## src/rtl/qbez_pkg.sv

```systemverilog
// Shared types, constants and helpers for the quadratic Bezier point generator.
package qbez_pkg;

    localparam int CW        = 16;    // coordinate width, signed
    localparam int CLICK_W   = 12;    // clicked coordinate width, unsigned
    localparam int STEPS_DEF = 1000;  // curve points per run

    localparam logic CMD_CLICK = 1'b0;
    localparam logic CMD_PULL  = 1'b1;

    typedef struct packed {
        logic               command;
        logic [CLICK_W-1:0] click_x;
        logic [CLICK_W-1:0] click_y;
    } t_in_item;

    typedef struct packed {
        logic                 valid_res;
        logic                 from_curve;
        logic signed [CW-1:0] point_x;
        logic signed [CW-1:0] point_y;
        logic                 last;
    } t_out_item;

    typedef struct packed {
        logic                 start;
        logic signed [CW-1:0] a;
        logic signed [CW-1:0] b;
    } t_lerp_req;

    typedef struct packed {
        logic                 done;
        logic signed [CW-1:0] result;
    } t_lerp_rsp;

    // Reflect a control coordinate about a click: 2*click - ctrl, saturated.
    function automatic logic signed [CW-1:0] f_reflect(
        input logic [CLICK_W-1:0]   click,
        input logic signed [CW-1:0] ctrl
    );
        logic signed [CW+1:0] v;
        v = signed'({5'b0, click, 1'b0}) - (CW+2)'(ctrl);
        if (v > 18'sd32767) begin
            return 16'sh7fff;
        end else if (v < -18'sd32768) begin
            return 16'sh8000;
        end else begin
            return v[CW-1:0];
        end
    endfunction

endpackage

```

## src/rtl/quadratic_bezier_point_generator.sv

```systemverilog
// Top level: click store, curve capture and de Casteljau point sequencer.
//
//  channel | direction | handshake                | payload
//  --------+-----------+--------------------------+------------------------
//  in      | into      | i_in_valid / o_in_stall  | i_in_data  (t_in_item)
//  out     | out of    | o_out_valid / i_out_stall| o_out_data (t_out_item)
//
// A click, or a pull with no curve pending, is registered as the result, waits in
// ST_EMIT until the output register is free, and then moves into it; the next
// transaction is accepted once the block is back in ST_IDLE. A curve point takes
// six interpolations (ax, ay, bx, by, then px, py) in turn through the one shared
// multiplier of the interpolation unit, each launched from ST_LAUNCH and collected
// in ST_WAIT, before the result is handed off to the output register.
// o_in_stall stays high from acceptance until the result enters the output register.
// Reset is synchronous, active low; it empties the stored points and drops any
// curve run. The output register parts the two sides: one transaction is
// worked on while the previous result waits under stall; an output stall adds
// cycles only while that previous result still waits.
module quadratic_bezier_point_generator #(
    parameter int STEPS = qbez_pkg::STEPS_DEF
) (
    input  logic                i_clk,
    input  logic                i_rst_n,
    input  logic                i_in_valid,
    output logic                o_in_stall,
    input  qbez_pkg::t_in_item  i_in_data,
    output logic                o_out_valid,
    input  logic                i_out_stall,
    output qbez_pkg::t_out_item o_out_data
);
    import qbez_pkg::*;

    localparam int KW = $clog2(STEPS);

    typedef enum logic [1:0] {ST_IDLE, ST_LAUNCH, ST_WAIT, ST_EMIT} t_state;
    // order of the six interpolations of one curve point
    typedef enum logic [2:0] {LI_AX, LI_AY, LI_BX, LI_BY, LI_PX, LI_PY} t_lerp_sel;

    t_state    r_state,     n_state;
    t_lerp_sel r_lsel,      n_lsel;
    logic      r_out_valid, n_out_valid;
    t_out_item r_out_data,  n_out_data;
    t_out_item r_res,       n_res;
    logic      r_pending,   n_pending;
    logic [KW-1:0] r_step,  n_step;

    // stored first and control points; (0,0) means empty
    logic signed [CW-1:0] r_first_x, n_first_x, r_first_y, n_first_y;
    logic signed [CW-1:0] r_ctrl_x,  n_ctrl_x,  r_ctrl_y,  n_ctrl_y;
    // captured curve (first, control, end) and first-level results
    logic signed [CW-1:0] r_c0x, n_c0x, r_c0y, n_c0y;
    logic signed [CW-1:0] r_c1x, n_c1x, r_c1y, n_c1y;
    logic signed [CW-1:0] r_c2x, n_c2x, r_c2y, n_c2y;
    logic signed [CW-1:0] r_ax, n_ax, r_ay, n_ay, r_bx, n_bx, r_by, n_by;

    logic      s_in_accept;
    logic      s_out_free;
    logic      s_last;
    logic signed [CW-1:0] s_click_x, s_click_y;
    t_lerp_req s_req;
    t_lerp_rsp s_rsp;

    qbez_lerp_unit #(
        .STEPS (STEPS)
    ) u_lerp (
        .i_clk   (i_clk),
        .i_rst_n (i_rst_n),
        .i_req   (s_req),
        .i_k     (r_step),
        .o_rsp   (s_rsp)
    );

    assign o_in_stall  = (r_state != ST_IDLE);
    assign s_in_accept = i_in_valid && (r_state == ST_IDLE);
    assign s_out_free  = !r_out_valid || !i_out_stall;
    assign s_last      = (r_step == KW'(STEPS - 1));
    assign s_click_x   = signed'(CW'(i_in_data.click_x));
    assign s_click_y   = signed'(CW'(i_in_data.click_y));

    // operand select for the shared unit
    always_comb begin
        s_req.start = (r_state == ST_LAUNCH);
        case (r_lsel)
            LI_AX: begin s_req.a = r_c0x; s_req.b = r_c1x; end
            LI_AY: begin s_req.a = r_c0y; s_req.b = r_c1y; end
            LI_BX: begin s_req.a = r_c1x; s_req.b = r_c2x; end
            LI_BY: begin s_req.a = r_c1y; s_req.b = r_c2y; end
            LI_PX: begin s_req.a = r_ax;  s_req.b = r_bx;  end
            LI_PY: begin s_req.a = r_ay;  s_req.b = r_by;  end
            default: begin s_req.a = '0; s_req.b = '0; end
        endcase
    end

    always_comb begin
        n_state     = r_state;
        n_lsel      = r_lsel;
        n_out_valid = r_out_valid;
        n_out_data  = r_out_data;
        n_res       = r_res;
        n_pending   = r_pending;
        n_step      = r_step;
        n_first_x   = r_first_x;
        n_first_y   = r_first_y;
        n_ctrl_x    = r_ctrl_x;
        n_ctrl_y    = r_ctrl_y;
        n_c0x = r_c0x; n_c0y = r_c0y;
        n_c1x = r_c1x; n_c1y = r_c1y;
        n_c2x = r_c2x; n_c2y = r_c2y;
        n_ax  = r_ax;  n_ay  = r_ay;
        n_bx  = r_bx;  n_by  = r_by;

        // drain the output register
        if (r_out_valid && !i_out_stall) begin
            n_out_valid = 1'b0;
        end

        case (r_state)
            ST_IDLE: begin
                if (s_in_accept) begin
                    if (i_in_data.command == CMD_CLICK) begin
                        // echo the click
                        n_res           = '0;
                        n_res.valid_res = 1'b1;
                        n_res.point_x   = s_click_x;
                        n_res.point_y   = s_click_y;
                        if (r_first_x == '0 && r_first_y == '0) begin
                            n_first_x = s_click_x;
                            n_first_y = s_click_y;
                        end else if (r_ctrl_x == '0 && r_ctrl_y == '0) begin
                            n_ctrl_x = s_click_x;
                            n_ctrl_y = s_click_y;
                        end else begin
                            // capture the curve, restart the run, chain to next
                            n_c0x     = r_first_x;
                            n_c0y     = r_first_y;
                            n_c1x     = r_ctrl_x;
                            n_c1y     = r_ctrl_y;
                            n_c2x     = s_click_x;
                            n_c2y     = s_click_y;
                            n_step    = '0;
                            n_pending = 1'b1;
                            n_ctrl_x  = f_reflect(i_in_data.click_x, r_ctrl_x);
                            n_ctrl_y  = f_reflect(i_in_data.click_y, r_ctrl_y);
                            n_first_x = s_click_x;
                            n_first_y = s_click_y;
                        end
                        n_state = ST_EMIT;
                    end else if (!r_pending) begin
                        // nothing to draw
                        n_res   = '0;
                        n_state = ST_EMIT;
                    end else begin
                        n_lsel  = LI_AX;
                        n_state = ST_LAUNCH;
                    end
                end
            end
            ST_LAUNCH: begin
                n_state = ST_WAIT;
            end
            ST_WAIT: begin
                if (s_rsp.done) begin
                    case (r_lsel)
                        LI_AX: n_ax = s_rsp.result;
                        LI_AY: n_ay = s_rsp.result;
                        LI_BX: n_bx = s_rsp.result;
                        LI_BY: n_by = s_rsp.result;
                        LI_PX: n_res.point_x = s_rsp.result;
                        LI_PY: begin
                            n_res.point_y    = s_rsp.result;
                            n_res.valid_res  = 1'b1;
                            n_res.from_curve = 1'b1;
                            n_res.last       = s_last;
                            // advance the step, or end the run
                            if (s_last) begin
                                n_pending = 1'b0;
                                n_step    = '0;
                            end else begin
                                n_step = r_step + 1'b1;
                            end
                        end
                        default: ;
                    endcase
                    if (r_lsel == LI_PY) begin
                        n_state = ST_EMIT;
                    end else begin
                        n_lsel  = t_lerp_sel'(r_lsel + 3'd1);
                        n_state = ST_LAUNCH;
                    end
                end
            end
            ST_EMIT: begin
                // hold the result until the output register frees
                if (s_out_free) begin
                    n_out_valid = 1'b1;
                    n_out_data  = r_res;
                    n_state     = ST_IDLE;
                end
            end
            default: n_state = ST_IDLE;
        endcase
    end

    always_ff @(posedge i_clk) begin
        if (!i_rst_n) begin
            r_state     <= ST_IDLE;
            r_lsel      <= LI_AX;
            r_out_valid <= 1'b0;
            r_pending   <= 1'b0;
            r_step      <= '0;
            r_first_x   <= '0;
            r_first_y   <= '0;
            r_ctrl_x    <= '0;
            r_ctrl_y    <= '0;
        end else begin
            r_state     <= n_state;
            r_lsel      <= n_lsel;
            r_out_valid <= n_out_valid;
            r_out_data  <= n_out_data;
            r_res       <= n_res;
            r_pending   <= n_pending;
            r_step      <= n_step;
            r_first_x   <= n_first_x;
            r_first_y   <= n_first_y;
            r_ctrl_x    <= n_ctrl_x;
            r_ctrl_y    <= n_ctrl_y;
            r_c0x <= n_c0x; r_c0y <= n_c0y;
            r_c1x <= n_c1x; r_c1y <= n_c1y;
            r_c2x <= n_c2x; r_c2y <= n_c2y;
            r_ax  <= n_ax;  r_ay  <= n_ay;
            r_bx  <= n_bx;  r_by  <= n_by;
        end
    end

    assign o_out_valid = r_out_valid;
    assign o_out_data  = r_out_data;

endmodule

```

## src/rtl/qbez_lerp_unit.sv

```systemverilog
// Shared interpolation unit: (a*(S-k) + b*k) / S truncated toward zero, one multiplier.
module qbez_lerp_unit #(
    parameter int STEPS = qbez_pkg::STEPS_DEF
) (
    input  logic                  i_clk,
    input  logic                  i_rst_n,
    input  qbez_pkg::t_lerp_req   i_req,
    input  logic [$clog2(STEPS)-1:0] i_k,
    output qbez_pkg::t_lerp_rsp   o_rsp
);
    import qbez_pkg::*;

    localparam int KW   = $clog2(STEPS);
    localparam int SW   = $clog2(STEPS + 1);
    localparam int MAGW = CW - 1 + SW;   // |numerator| < 2**MAGW
    localparam int OW   = MAGW + 1;
    localparam int PW   = 2 * OW;
    localparam longint unsigned RECIP = (longint'(1) << MAGW) / longint'(STEPS);
    localparam logic [OW-1:0] RECIP_V = OW'(RECIP);
    localparam logic [SW-1:0] STEPS_V = SW'(STEPS);

    typedef enum logic [2:0] {
        PH_IDLE, PH_MUL_A, PH_MUL_B, PH_ABS, PH_RECIP, PH_REM, PH_FIX
    } t_phase;

    t_phase               r_phase;
    logic signed [CW-1:0] r_a;
    logic signed [CW-1:0] r_b;
    logic [KW-1:0]        r_k;
    logic signed [OW-1:0] r_acc;
    logic [MAGW-1:0]      r_mag;
    logic                 r_neg;
    logic [CW-1:0]        r_q0;
    logic [SW:0]          r_rem;
    logic                 r_done;
    logic signed [CW-1:0] r_result;

    logic [SW-1:0]        s_smk;
    logic signed [OW-1:0] s_op1;
    logic signed [OW-1:0] s_op2;
    logic signed [PW-1:0] s_prod;
    logic [OW-1:0]        s_rem;
    logic [CW-1:0]        s_q;
    logic [CW-1:0]        s_res;

    always_comb begin
        s_smk = STEPS_V - SW'(r_k);
        case (r_phase)
            PH_MUL_A: begin
                s_op1 = OW'(r_a);
                s_op2 = OW'(signed'({1'b0, s_smk}));
            end
            PH_MUL_B: begin
                s_op1 = OW'(r_b);
                s_op2 = OW'(signed'({1'b0, r_k}));
            end
            PH_RECIP: begin
                s_op1 = signed'({1'b0, r_mag});
                s_op2 = signed'(RECIP_V);
            end
            PH_REM: begin
                s_op1 = OW'(signed'({1'b0, r_q0}));
                s_op2 = OW'(signed'({1'b0, STEPS_V}));
            end
            default: begin
                s_op1 = '0;
                s_op2 = '0;
            end
        endcase
        s_prod = s_op1 * s_op2;
        s_rem  = {1'b0, r_mag} - s_prod[OW-1:0];
        // reciprocal estimate is low by at most one
        s_q    = r_q0 + CW'(r_rem >= (SW+1)'(STEPS));
        s_res  = r_neg ? (~s_q + 1'b1) : s_q;
    end

    always_ff @(posedge i_clk) begin
        if (!i_rst_n) begin
            r_phase <= PH_IDLE;
            r_done  <= 1'b0;
        end else begin
            r_done <= 1'b0;
            case (r_phase)
                PH_IDLE: begin
                    if (i_req.start) begin
                        r_a     <= i_req.a;
                        r_b     <= i_req.b;
                        r_k     <= i_k;
                        r_phase <= PH_MUL_A;
                    end
                end
                PH_MUL_A: begin
                    r_acc   <= OW'(s_prod);
                    r_phase <= PH_MUL_B;
                end
                PH_MUL_B: begin
                    r_acc   <= r_acc + OW'(s_prod);
                    r_phase <= PH_ABS;
                end
                PH_ABS: begin
                    r_neg   <= r_acc[OW-1];
                    r_mag   <= MAGW'(r_acc[OW-1] ? -r_acc : r_acc);
                    r_phase <= PH_RECIP;
                end
                PH_RECIP: begin
                    r_q0    <= s_prod[MAGW +: CW];
                    r_phase <= PH_REM;
                end
                PH_REM: begin
                    r_rem   <= s_rem[SW:0];
                    r_phase <= PH_FIX;
                end
                PH_FIX: begin
                    r_result <= signed'(s_res);
                    r_done   <= 1'b1;
                    r_phase  <= PH_IDLE;
                end
                default: r_phase <= PH_IDLE;
            endcase
        end
    end

    assign o_rsp.done   = r_done;
    assign o_rsp.result = r_result;

endmodule

```

## config.mk

```make
export PLATFORM = sky130hd
export DESIGN_NAME = quadratic_bezier_point_generator
export DESIGN_NICKNAME = d
export VERILOG_FILES = /design/src/rtl/qbez_pkg.sv /design/src/rtl/quadratic_bezier_point_generator.sv /design/src/rtl/qbez_lerp_unit.sv
export SDC_FILE = /design/constraint.sdc
export NUM_CORES = 1
export LEC_CHECK = 0
export BUFFER_PORTS_ARGS = -buffer_cell sky130_fd_sc_hd__buf_4
export CORE_MARGIN = 2
export CORE_UTILIZATION = 65
export CTS_CLUSTER_DIAMETER = 100
export CTS_CLUSTER_SIZE = 28
export DETAILED_ROUTE_END_ITERATION = 10
export PLACE_DENSITY_LB_ADDON = 0.15
export SYNTH_ARGS = -nofsm -noshare
export SYNTH_HDL_FRONTEND = slang
export SYNTH_SLANG_ARGS = --single-unit
export TNS_END_PERCENT = 5
```

## constraint.sdc

```tcl
create_clock -name i_clk -period 27.5 [get_ports i_clk]
set_input_delay 5.5 -clock i_clk [delete_from_list [all_inputs] [get_ports i_clk]]
set_output_delay 5.5 -clock i_clk [all_outputs]
set_load 0.03 [all_outputs]
```

Word level (Yosys, flattened, before mapping) --
Index checks and enable logic that the tools add are counted.
Storage, ports and cells: flip-flop bits (word level) 444, bits in latches 0, memory bits (writable) 0, memory bits (read-only) 0, input bits 29, output and inout port bits 37, memories kept 0
Operators by class: add/subtract/negate cells 10, multiply operators 1, div/mod/pow operators 0, magnitude comparators 5, equal/unequal tests 30, shifts and indexed selects 0, multiplexer cells 59, bitwise logic cells 4, reduce and logical (&&, ||, !) cells 37
Operator list (number):
- two-way mux 16 bit | 12
- one-hot mux 32 bit (6 select lines) | 1
- two-way mux 35 bit | 4
- one-hot mux 26 bit (4 select lines) | 1
- two-way mux 10 bit | 7
- one-hot mux 35 bit (2 select lines) | 1
- logical NOT 16 bit | 4
- one-hot mux 16 bit (4 select lines) | 1
- one-hot mux 26 bit (2 select lines) | 1
- multiplier 26 x 17 -> 41 bit | 1
- > comparator 17 x 16 -> 1 bit (second input constant) | 2
- < comparator 17 x 16 -> 1 bit (second input constant) | 2
- subtractor 14 x 16 -> 17 bit | 2
- adder 26 bit | 1
- two-way mux 25 bit | 1
- negation 25 bit | 1
- != test 2 bit (second input constant) | 12
- AND reduction 4 bit | 6
- AND reduction 6 bit | 4
- one-hot mux 10 bit (2 select lines) | 1
- two-way mux 3 bit | 6
- one-hot mux 3 bit (6 select lines) | 1
- two-way mux 17 bit | 1
- adder 16 x 1 -> 16 bit | 1
- 31 further kinds | 72

Longest topological paths before layout --
Gate-level depths: netlist of run 1.
word-level depth 7, depth in mapped cells 40

Hierarchy --
Synthesis of run 1 repeated with hierarchy kept, for this count alone.
Unflattened totals: cell total of the unflattened synthesis 3136, area, all modules 32078.3 µm²
Modules (own cells, without submodules):
- qbez_lerp_unit | times used 1, cells an instance 2075, area each 19074.5 µm², sequential area each 4103.9 µm²
- quadratic_bezier_point_generator | times used 1, cells an instance 1061, area each 13003.7 µm², sequential area each 7887.6 µm²

Worst setup path before layout of run 1 --
OpenSTA, ideal clock, no wires.
path type input to register, start input port i_rst_n, end register r_out_data (netlist bit o_out_data[0]), enable pin, setup time 0.478 ns, arrival 8.665 ns, data required time 27.022 ns, path slack 18.356 ns, stages on the path 4, buffers on the path 2, path through clkbuf_1 inv_1 clkbuf_1 nor3b_1
On the way: longest elaborated chain between the ends 1
Ends and longest elaborated chain:
- from (decl) | line quadratic_bezier_point_generator.sv:23 | input logic i_rst_n,
- AND reduction 3 bit (no line)
- to (signal assigned) | line quadratic_bezier_point_generator.sv:219 | r_out_data <= n_out_data;
- to (decl) | line quadratic_bezier_point_generator.sv:42 | t_out_item r_out_data, n_out_data;
Every way passes these cells. A chain may end at the register's enable or synchronous reset.

Worst setup path after layout of run 1 --
start register u_lerp.r_phase[1], end register u_lerp.r_acc[25], data pin
On the way: longest elaborated chain between the ends 5
Ends and longest elaborated chain:
- from (decl) | line qbez_lerp_unit.sv:26 | t_phase r_phase;
- from (signal assigned) | line qbez_lerp_unit.sv:79 | r_phase <= PH_IDLE;
- from (signal assigned) | line qbez_lerp_unit.sv:89 | r_phase <= PH_MUL_A;
- from (signal assigned) | line qbez_lerp_unit.sv:94 | r_phase <= PH_MUL_B;
- equality test 3 bit (tied with other cells) | line qbez_lerp_unit.sv:48 | case (r_phase)
- one-hot mux 26 bit (4 select lines) or one-hot mux 16 bit (4 select lines) (tied branches) | line qbez_lerp_unit.sv:48
- multiplier 26 x 17 -> 41 bit | line qbez_lerp_unit.sv:70 | s_prod = s_op1 * s_op2;
- adder 26 bit | line qbez_lerp_unit.sv:97 | r_acc <= r_acc + OW'(s_prod);
- one-hot mux 26 bit (2 select lines) (*) | line qbez_lerp_unit.sv:83 | case (r_phase)
- to (signal assigned) | line qbez_lerp_unit.sv:93 | r_acc <= OW'(s_prod);
- to (signal assigned) | line qbez_lerp_unit.sv:97
- to (decl) | line qbez_lerp_unit.sv:30 | logic signed [OW-1:0] r_acc;
Every way passes the cells marked *; elsewhere a longest branch is shown, timed or not.

==> results of run 1 <==
==> cell families (layout without fill, tap and decap cells) <==
logic type / count (synthesis) / count (layout) / share of synthesized area (%)
and+or+nand+nor: 819 / 819 / 11.9
AOI/OAI and AO/OA: 572 / 572 / 12.2
buffers and inverters: 565 / 592 / 6.76
adders and majority gates: 479 / 479 / 24.9
DFF: 425 / 425 / 37.6
xor gates and xnor gates: 141 / 141 / 3.87
muxes: 80 / 80 / 2.69
other: 0 / 2 / 0
==> power by group through the flow <==
stage          combinational [mW]  clock [mW]  sequential, mW
6_report                    0.483       0.368           0.790
5_1_grt                     0.530       0.391           0.793
4_1_cts                     0.476       0.371           0.787
3_5_place_dp                0.472           0           0.802
3_3_place_gp                0.460           0           0.800
2_1_floorplan               0.358           0           0.781
==> layout make-up <==
| type | count | area, um^2 |
|---|---|---|
| Clock inverter | 6 | 103 |
| Antenna cell | 2 | 5.00 |
| Fill cell | 3665 | 15000 |
| Inverter | 454 | 1700 |
| Tap cell | 622 | 778 |
| Clock buffer | 32 | 567 |
| Sequential cell | 425 | 12000 |
| Timing Repair Buffer | 100 | 751 |
| Multi-Input combinational cell | 2091 | 17800 |
==> per-layer routing <==
layer / vias to the layer above / part of all wire (%)
li1: 10500 / -
met1: 11600 / 40
met2: 1159 / 45
met3: 205 / 10
met4: 0 / 4.4
met5: - / 0
==> layout by cell type (no fill, tap or decap), types with 36 or more instances in the layout <==
cell,synthesis,layout
nand2_1,263,263
fa_1,260,260
a21o_1,36,36
o21ai_0,106,105
nor2_1,260,258
nand2b_1,39,39
ha_1,219,219
buf_4,3,100
xnor2_1,98,98
mux2_2,46,46
a22oi_1,43,43
inv_1,453,452
nand3_1,39,39
xor2_1,43,43
a21oi_1,140,136
edfxtp_1,348,348
dfxtp_1,77,76
==> worst max path at each step <==
stage / from / depth (start not counted) / slack, ns / end
3_5_place_dp: u_lerp.r_phase[1] / 33 / 17.68 / u_lerp.r_acc[24]
5_1_grt: u_lerp.r_phase[0] / 32 / 16.82 / u_lerp.r_acc[25]
2_1_floorplan: i_rst_n / 4 / 18.36 / o_out_data[0]
3_3_place_gp: u_lerp.r_phase[1] / 33 / 17.93 / u_lerp.r_acc[24]
4_1_cts: u_lerp.r_phase[1] / 33 / 17.53 / u_lerp.r_acc[24]
6_report: u_lerp.r_phase[1] / 33 / 17.46 / u_lerp.r_acc[25]
==> through the flow <==
step	hold WS (ns)	utilization, %
floorplan	0.400	-
global placement	0.401	67.9
detailed placement	0.405	67.9
CTS	0.430	69.2
global route	0.438	69.2
finish	0.430	69.2
==> flip-flops by register name, summed over array words and instances (netlist names), 25 cells and up <==
name and cells:
o_out_data 35, u_lerp.r_acc 26, u_lerp.r_mag 25, r_res 35
==> Yosys cell counts (5+ instances only) <==
library cell,count,area share (%)
inv_1,453,5.3
edfxtp_1,348,33
nand2_1,263,3.1
fa_1,260,16
nor2_1,260,3.1
ha_1,219,8.6
a21oi_1,140,2.2
o21ai_0,106,1.7
xnor2_1,98,2.7
clkbuf_1,92,1.1
dfxtp_1,77,4.8
mux2_2,46,1.6
a22oi_1,43,1.0
xor2_1,43,1.2
nand2b_1,39,0.77
nand3_1,39,0.61
a21o_1,36,0.85
and2_1,35,0.69
mux2i_1,34,1.1
nor3_1,33,0.52
a22o_1,32,0.88
and3_1,25,0.49
a222oi_1,24,0.75
nor2b_1,24,0.47
o21bai_1,23,0.54
a31oi_1,20,0.39
nand4_1,20,0.39
o21a_1,20,0.47
o31ai_1,19,0.45
or2_2,19,0.37
nor4_1,18,0.35
a211oi_1,13,0.31
buf_1,12,0.14
o22ai_1,12,0.24
nand3b_1,9,0.21
o22a_1,9,0.25
a21boi_0,8,0.19
or3_1,7,0.14
o21ai_1,6,0.094
o31ai_2,6,0.24
a221oi_1,5,0.14
nor3b_1,5,0.12
o221ai_1,5,0.14
or4_1,5,0.12
==> flow_metrics.env, run 1 <==
export IMPL_p_clk_share_pct=22.4
export IMPL_p_comb_share_pct=29.4
export IMPL_clockBufferDepth=3
export IMPL_crit_top_cell="fa_1"
export IMPL_rows=81
export IMPL_ys_dominant_reg_cell="edfxtp_1"
export IMPL_start_util_pct=65.5
export IMPL_hold_viol=0
export IMPL_holdPathStages=0
export IMPL_reg2reg_slack_ns=17.46
export IMPL_met2_usage_pct=55.2
export IMPL_die_area_um2=50800
export IMPL_synth_edf_count=348
export IMPL_drv_cap=0
export IMPL_max_slew_margin_pct=20.2
export IMPL_num_vias=23500
export IMPL_rr_endpoint="u_lerp.r_acc[25]"
export IMPL_layout_drive_gt1_share_pct=7.75
export IMPL_area_growth_syn_to_layout_pct=5.70
export IMPL_ant_nets=0
export IMPL_wl_per_cell_um=23.5
export IMPL_avgSynthCellArea_um2=10.3
export IMPL_post_cts_setup_buffer_count=0
export IMPL_setup_worst_path_end_class="flip-flop"
export IMPL_vdd_drop_max_mv=0.0886
export IMPL_routabilityCongestion=1.03
export IMPL_place_inst=3692
export IMPL_clk_latency_ns=0.59
export IMPL_path_buf_inv=4
export IMPL_tightest_slew_ns=1.20
export IMPL_grt_max_degree=85
export IMPL_finalWorstSetupSlack_ns=17.46
export IMPL_syn_nets=3589
export IMPL_ys_seq_area_share_pct=37.6
export IMPL_cp_slowest_cell="dfxtp_1"
export IMPL_io_pins=66
export IMPL_place_area_um2=33000
export IMPL_leakage_nw=14.3
export IMPL_cp_data_arrival_time_ns=10.33
export IMPL_syn_area_um2=31900
export IMPL_critPathMaxStageDelay_ns=0.78
export IMPL_r2r_start="u_lerp.r_phase[1]"
export IMPL_final_cells=3732
export IMPL_crit_path_max_fanout=31
export IMPL_critPathTopFamily="adder cells"
export IMPL_finalCritPeriodShare_pct=36.5
export IMPL_hp_start="r_res[4]"
export IMPL_worstSetupStartpointType="flip-flop"
export IMPL_setup_violations=0
export IMPL_final_cell_area_um2=33700
export IMPL_seqPwrFrac_pct=48.1
export IMPL_first_global_vias=23600
export IMPL_rsz0062_at_grt="false"
export IMPL_core_area_um2=48600
export IMPL_hpwl_um=68900
export IMPL_cts_sinks=425
export IMPL_status="finished, final reports clean"
export IMPL_power_mw=1.64
export IMPL_grt_antenna_before_repair=1
export IMPL_cts_resized=0
export IMPL_h_tree_depth=1
export IMPL_fp_dieH_um=225
export IMPL_cts_root_buf="clkbuf_16"
export IMPL_io_buffers=65
export IMPL_fin_crit_ns=10.04
export IMPL_totalWireLength_um=87800
export IMPL_grt_busiest_layer="met2"
export IMPL_r2r_cells=33
export IMPL_via_per_inst=6.30
export IMPL_clock_skew_ns=0.0586
export IMPL_use_met3_pct=7.54
export IMPL_internal_power_mw=1.07
export IMPL_postCtsHoldBufs=0
export IMPL_drc=0
export IMPL_crit_type="reg -> reg"
export IMPL_synthArstFlopShare_pct=0
export IMPL_slew_viol_final=0
export IMPL_p_switching_uw=569
export IMPL_grt_ovfl_total=0
export IMPL_fin_nets=3601
export IMPL_tns_ns=0
export IMPL_clk_pin_slew_worst_paths_ns=0.11
export IMPL_synthCells=3081
export IMPL_drt_iter0_drc=2486
export IMPL_worstHoldPathType="reg -> reg"
export IMPL_grt_pass1_wl_um=136000
export IMPL_synth_seq_cells=425
export IMPL_grtUsageMet1_pct=49.3
export IMPL_power_per_cell_area_nw_per_um2=48.7
export IMPL_fmax_mhz=99.6
export IMPL_grt_use_total_pct=35.5
export IMPL_place_ws_ns=17.68
export IMPL_hold_end="o_out_data[4]"
export IMPL_die_w_um=225
export IMPL_required_ns=27.79
export IMPL_ys_warn_count=0
export IMPL_swShare_pct=34.7
export IMPL_dr_pass1_iters=9
export IMPL_cts_tree="done"
export IMPL_numCtsBuffers=21
export IMPL_ys_types=84
(Power assumes the default switching activity.)
==> inputs of run 2 (changes only) <==
==> constraint.sdc (replaced) <==
create_clock -name i_clk -period 9.5 [get_ports i_clk]
set_input_delay 1.9 -clock i_clk [delete_from_list [all_inputs] [get_ports i_clk]]
set_output_delay 1.9 -clock i_clk [all_outputs]
set_load 0.03 [all_outputs]
==> run 2 against run 1 <==
- clock power grew to 3.1 times the previous value
- flip-flop and latch count is the same
- fmax grew 9.8%
- design area grew 0.74%
- sequential power grew to 2.9 times the previous value
- cell count grew 0.59%
- non-clock buffer count grew 22
- sequential share of layout area shrank 0.26 points
- hold slack lost 0.011 ns
- global-route usage grew 0.33 points
- critical path depth grew 3
==> flow_metrics.env, run 2 (synthesized netlist as in run 1, its figures left out) <==
export IMPL_crit_top_cell="fa_1"
export IMPL_setup_worst_path_end_class="flip-flop"
export IMPL_wl_per_cell_um=23.7
export IMPL_reg2reg_slack_ns=0.35
export IMPL_core_area_um2=48600
export IMPL_swShare_pct=35.1
export IMPL_p_clk_share_pct=23.6
export IMPL_fmax_mhz=109
export IMPL_setup_violations=0
export IMPL_drt_iter0_drc=2358
export IMPL_clk_latency_ns=0.62
export IMPL_io_pins=66
export IMPL_slew_viol_final=0
export IMPL_grt_ovfl_total=0
export IMPL_place_ws_ns=0.494
export IMPL_num_vias=23700
export IMPL_seqPwrFrac_pct=47.1
export IMPL_num_antenna_cells=0
export IMPL_grt_pass1_wl_um=138000
export IMPL_layout_commonest_cell="inv_1"
export IMPL_multi_input_area_um2=17800
export IMPL_cts_root_buf="clkbuf_16"
export IMPL_via_per_inst=6.30
export IMPL_first_global_vias=23900
export IMPL_fp_dieH_um=225
export IMPL_holdPathStages=0
export IMPL_internal_power_mw=3.14
export IMPL_p_switching_mw=1.70
export IMPL_r2r_cells=36
export IMPL_r2r_start="u_lerp.r_k[1]"
export IMPL_n_fill_cell=3738
export IMPL_tns_ns=0
export IMPL_status="finished, final reports clean"
export IMPL_rsz0062_at_grt="false"
export IMPL_ant_nets=0
export IMPL_area_growth_syn_to_layout_pct=6.47
export IMPL_register_area_um2=12000
export IMPL_layout_common_cells="452 x inv_1, 348 x edfxtp_1, 263 x nand2_1"
export IMPL_layout_drive_gt1_share_pct=8.52
export IMPL_grt_use_total_pct=35.9
export IMPL_routabilityCongestion=0.924
export IMPL_fin_nets=3624
export IMPL_dr_pass1_iters=6
export IMPL_clk_pin_slew_worst_paths_ns=0.13
export IMPL_crit_type="reg -> reg"
export IMPL_drv_cap=0
export IMPL_totalWireLength_um=88900
export IMPL_io_buffers=65
export IMPL_h_tree_depth=1
export IMPL_die_w_um=225
export IMPL_power_per_cell_area_nw_per_um2=143
export IMPL_postCtsHoldBufs=0
export IMPL_required_ns=9.84
export IMPL_critPathMaxStageDelay_ns=0.54
export IMPL_clock_skew_ns=0.0509
export IMPL_drc=0
export IMPL_grt_antenna_before_repair=6
export IMPL_cts_sinks=425
export IMPL_rr_endpoint="u_lerp.r_acc[24]"
export IMPL_clockBufferDepth=3
export IMPL_hold_end="o_out_data[11]"
export IMPL_hpwl_um=69300
export IMPL_hp_start="r_res[11]"
export IMPL_p_comb_share_pct=29.3
export IMPL_finalWorstSetupSlack_ns=0.353
export IMPL_grt_max_degree=57
export IMPL_numCtsBuffers=22
export IMPL_vdd_drop_max_mv=0.253
export IMPL_max_slew_margin_pct=19.2
export IMPL_rows=81
export IMPL_crit_path_max_fanout=17
export IMPL_fin_crit_ns=9.15
export IMPL_leakage_nw=14.5
export IMPL_cp_data_arrival_time_ns=9.49
export IMPL_worstHoldPathType="reg -> reg"
export IMPL_finalCritPeriodShare_pct=96.3
export IMPL_cts_tree="done"
export IMPL_hold_viol=0
export IMPL_cp_slowest_cell="fa_1"
export IMPL_die_area_um2=50800
export IMPL_start_util_pct=65.5
export IMPL_worstSetupStartpointType="flip-flop"
export IMPL_tightest_slew_ns=1.20
[run 2: stage by stage]
stage | cell area, um^2 | util (%) | hold slack (ns) | power (mW) | instances
final | 33900 | 69.8 | 0.419 | 4.84 | 3754
after global routing | 33900 | 69.8 | 0.432 | 5.05 | 3754
after CTS | 33900 | 69.7 | 0.423 | 4.82 | 3753
after detailed placement | 33200 | 68.2 | 0.405 | 3.71 | 3713
after global placement | 33200 | 68.2 | 0.401 | 3.66 | 3713
after floorplan | 31900 | - | 0.400 | 3.30 | 3081
[run 2: final cells by class]
type / instances / area share, %
clock inverters: 9 / 0.494
clock buffers: 31 / 1.72
repair buffers: 122 / 2.72
flip-flops and latches: 425 / 35.3
inverters: 454 / 5.02
well taps: 622 / 2.29
multi-input cells: 2091 / 52.4
[run 2: timing repair]
| item | in CTS | in global routing |
|---|---|---|
| buffers inserted | 0 | 0 |
| gates resized for setup | 0 | 1 |
| setup endpoints to repair | 0 | 2 |
[run 2: critical path: cells and delay by family (launching register included)]
family | cells | cell delay [ns]
AOI/OAI and AO/OA | 11 | 2.27
xor gates and xnor gates | 2 | 0.32
adders and majority gates | 8 | 3.64
buffers and inverters | 5 | 0.44
DFF | 1 | 0.44
and+or+nand+nor | 10 | 1.73
[run 2: worst max path at each step]
stage	cells after the start	start	to
floorplan	36	u_lerp.r_k[1]	u_lerp.r_acc[24]
global placement	36	u_lerp.r_k[1]	u_lerp.r_acc[24]
detailed placement	36	u_lerp.r_k[1]	u_lerp.r_acc[24]
CTS	36	u_lerp.r_k[1]	u_lerp.r_acc[24]
global route	36	u_lerp.r_k[1]	u_lerp.r_acc[24]
finish	36	u_lerp.r_k[1]	u_lerp.r_acc[24]
[run 2: power by group through the flow]
stage	Clock, mW	Combinational, mW	Sequential, mW
after floorplan	0	1.04	2.26
after global placement	0	1.35	2.31
after detailed placement	0	1.39	2.32
after CTS	1.15	1.40	2.27
after global routing	1.21	1.56	2.29
final	1.14	1.42	2.28
[run 2: per-layer routing]
layer  routed length (um)  track usage (%)  up-vias
li1                     -                -    10600
met1                36600             50.6    11800
met2                40700             57.2     1088
met3                 7820             4.62      223
met4                 3760             13.3        6
met5                   34                0        -
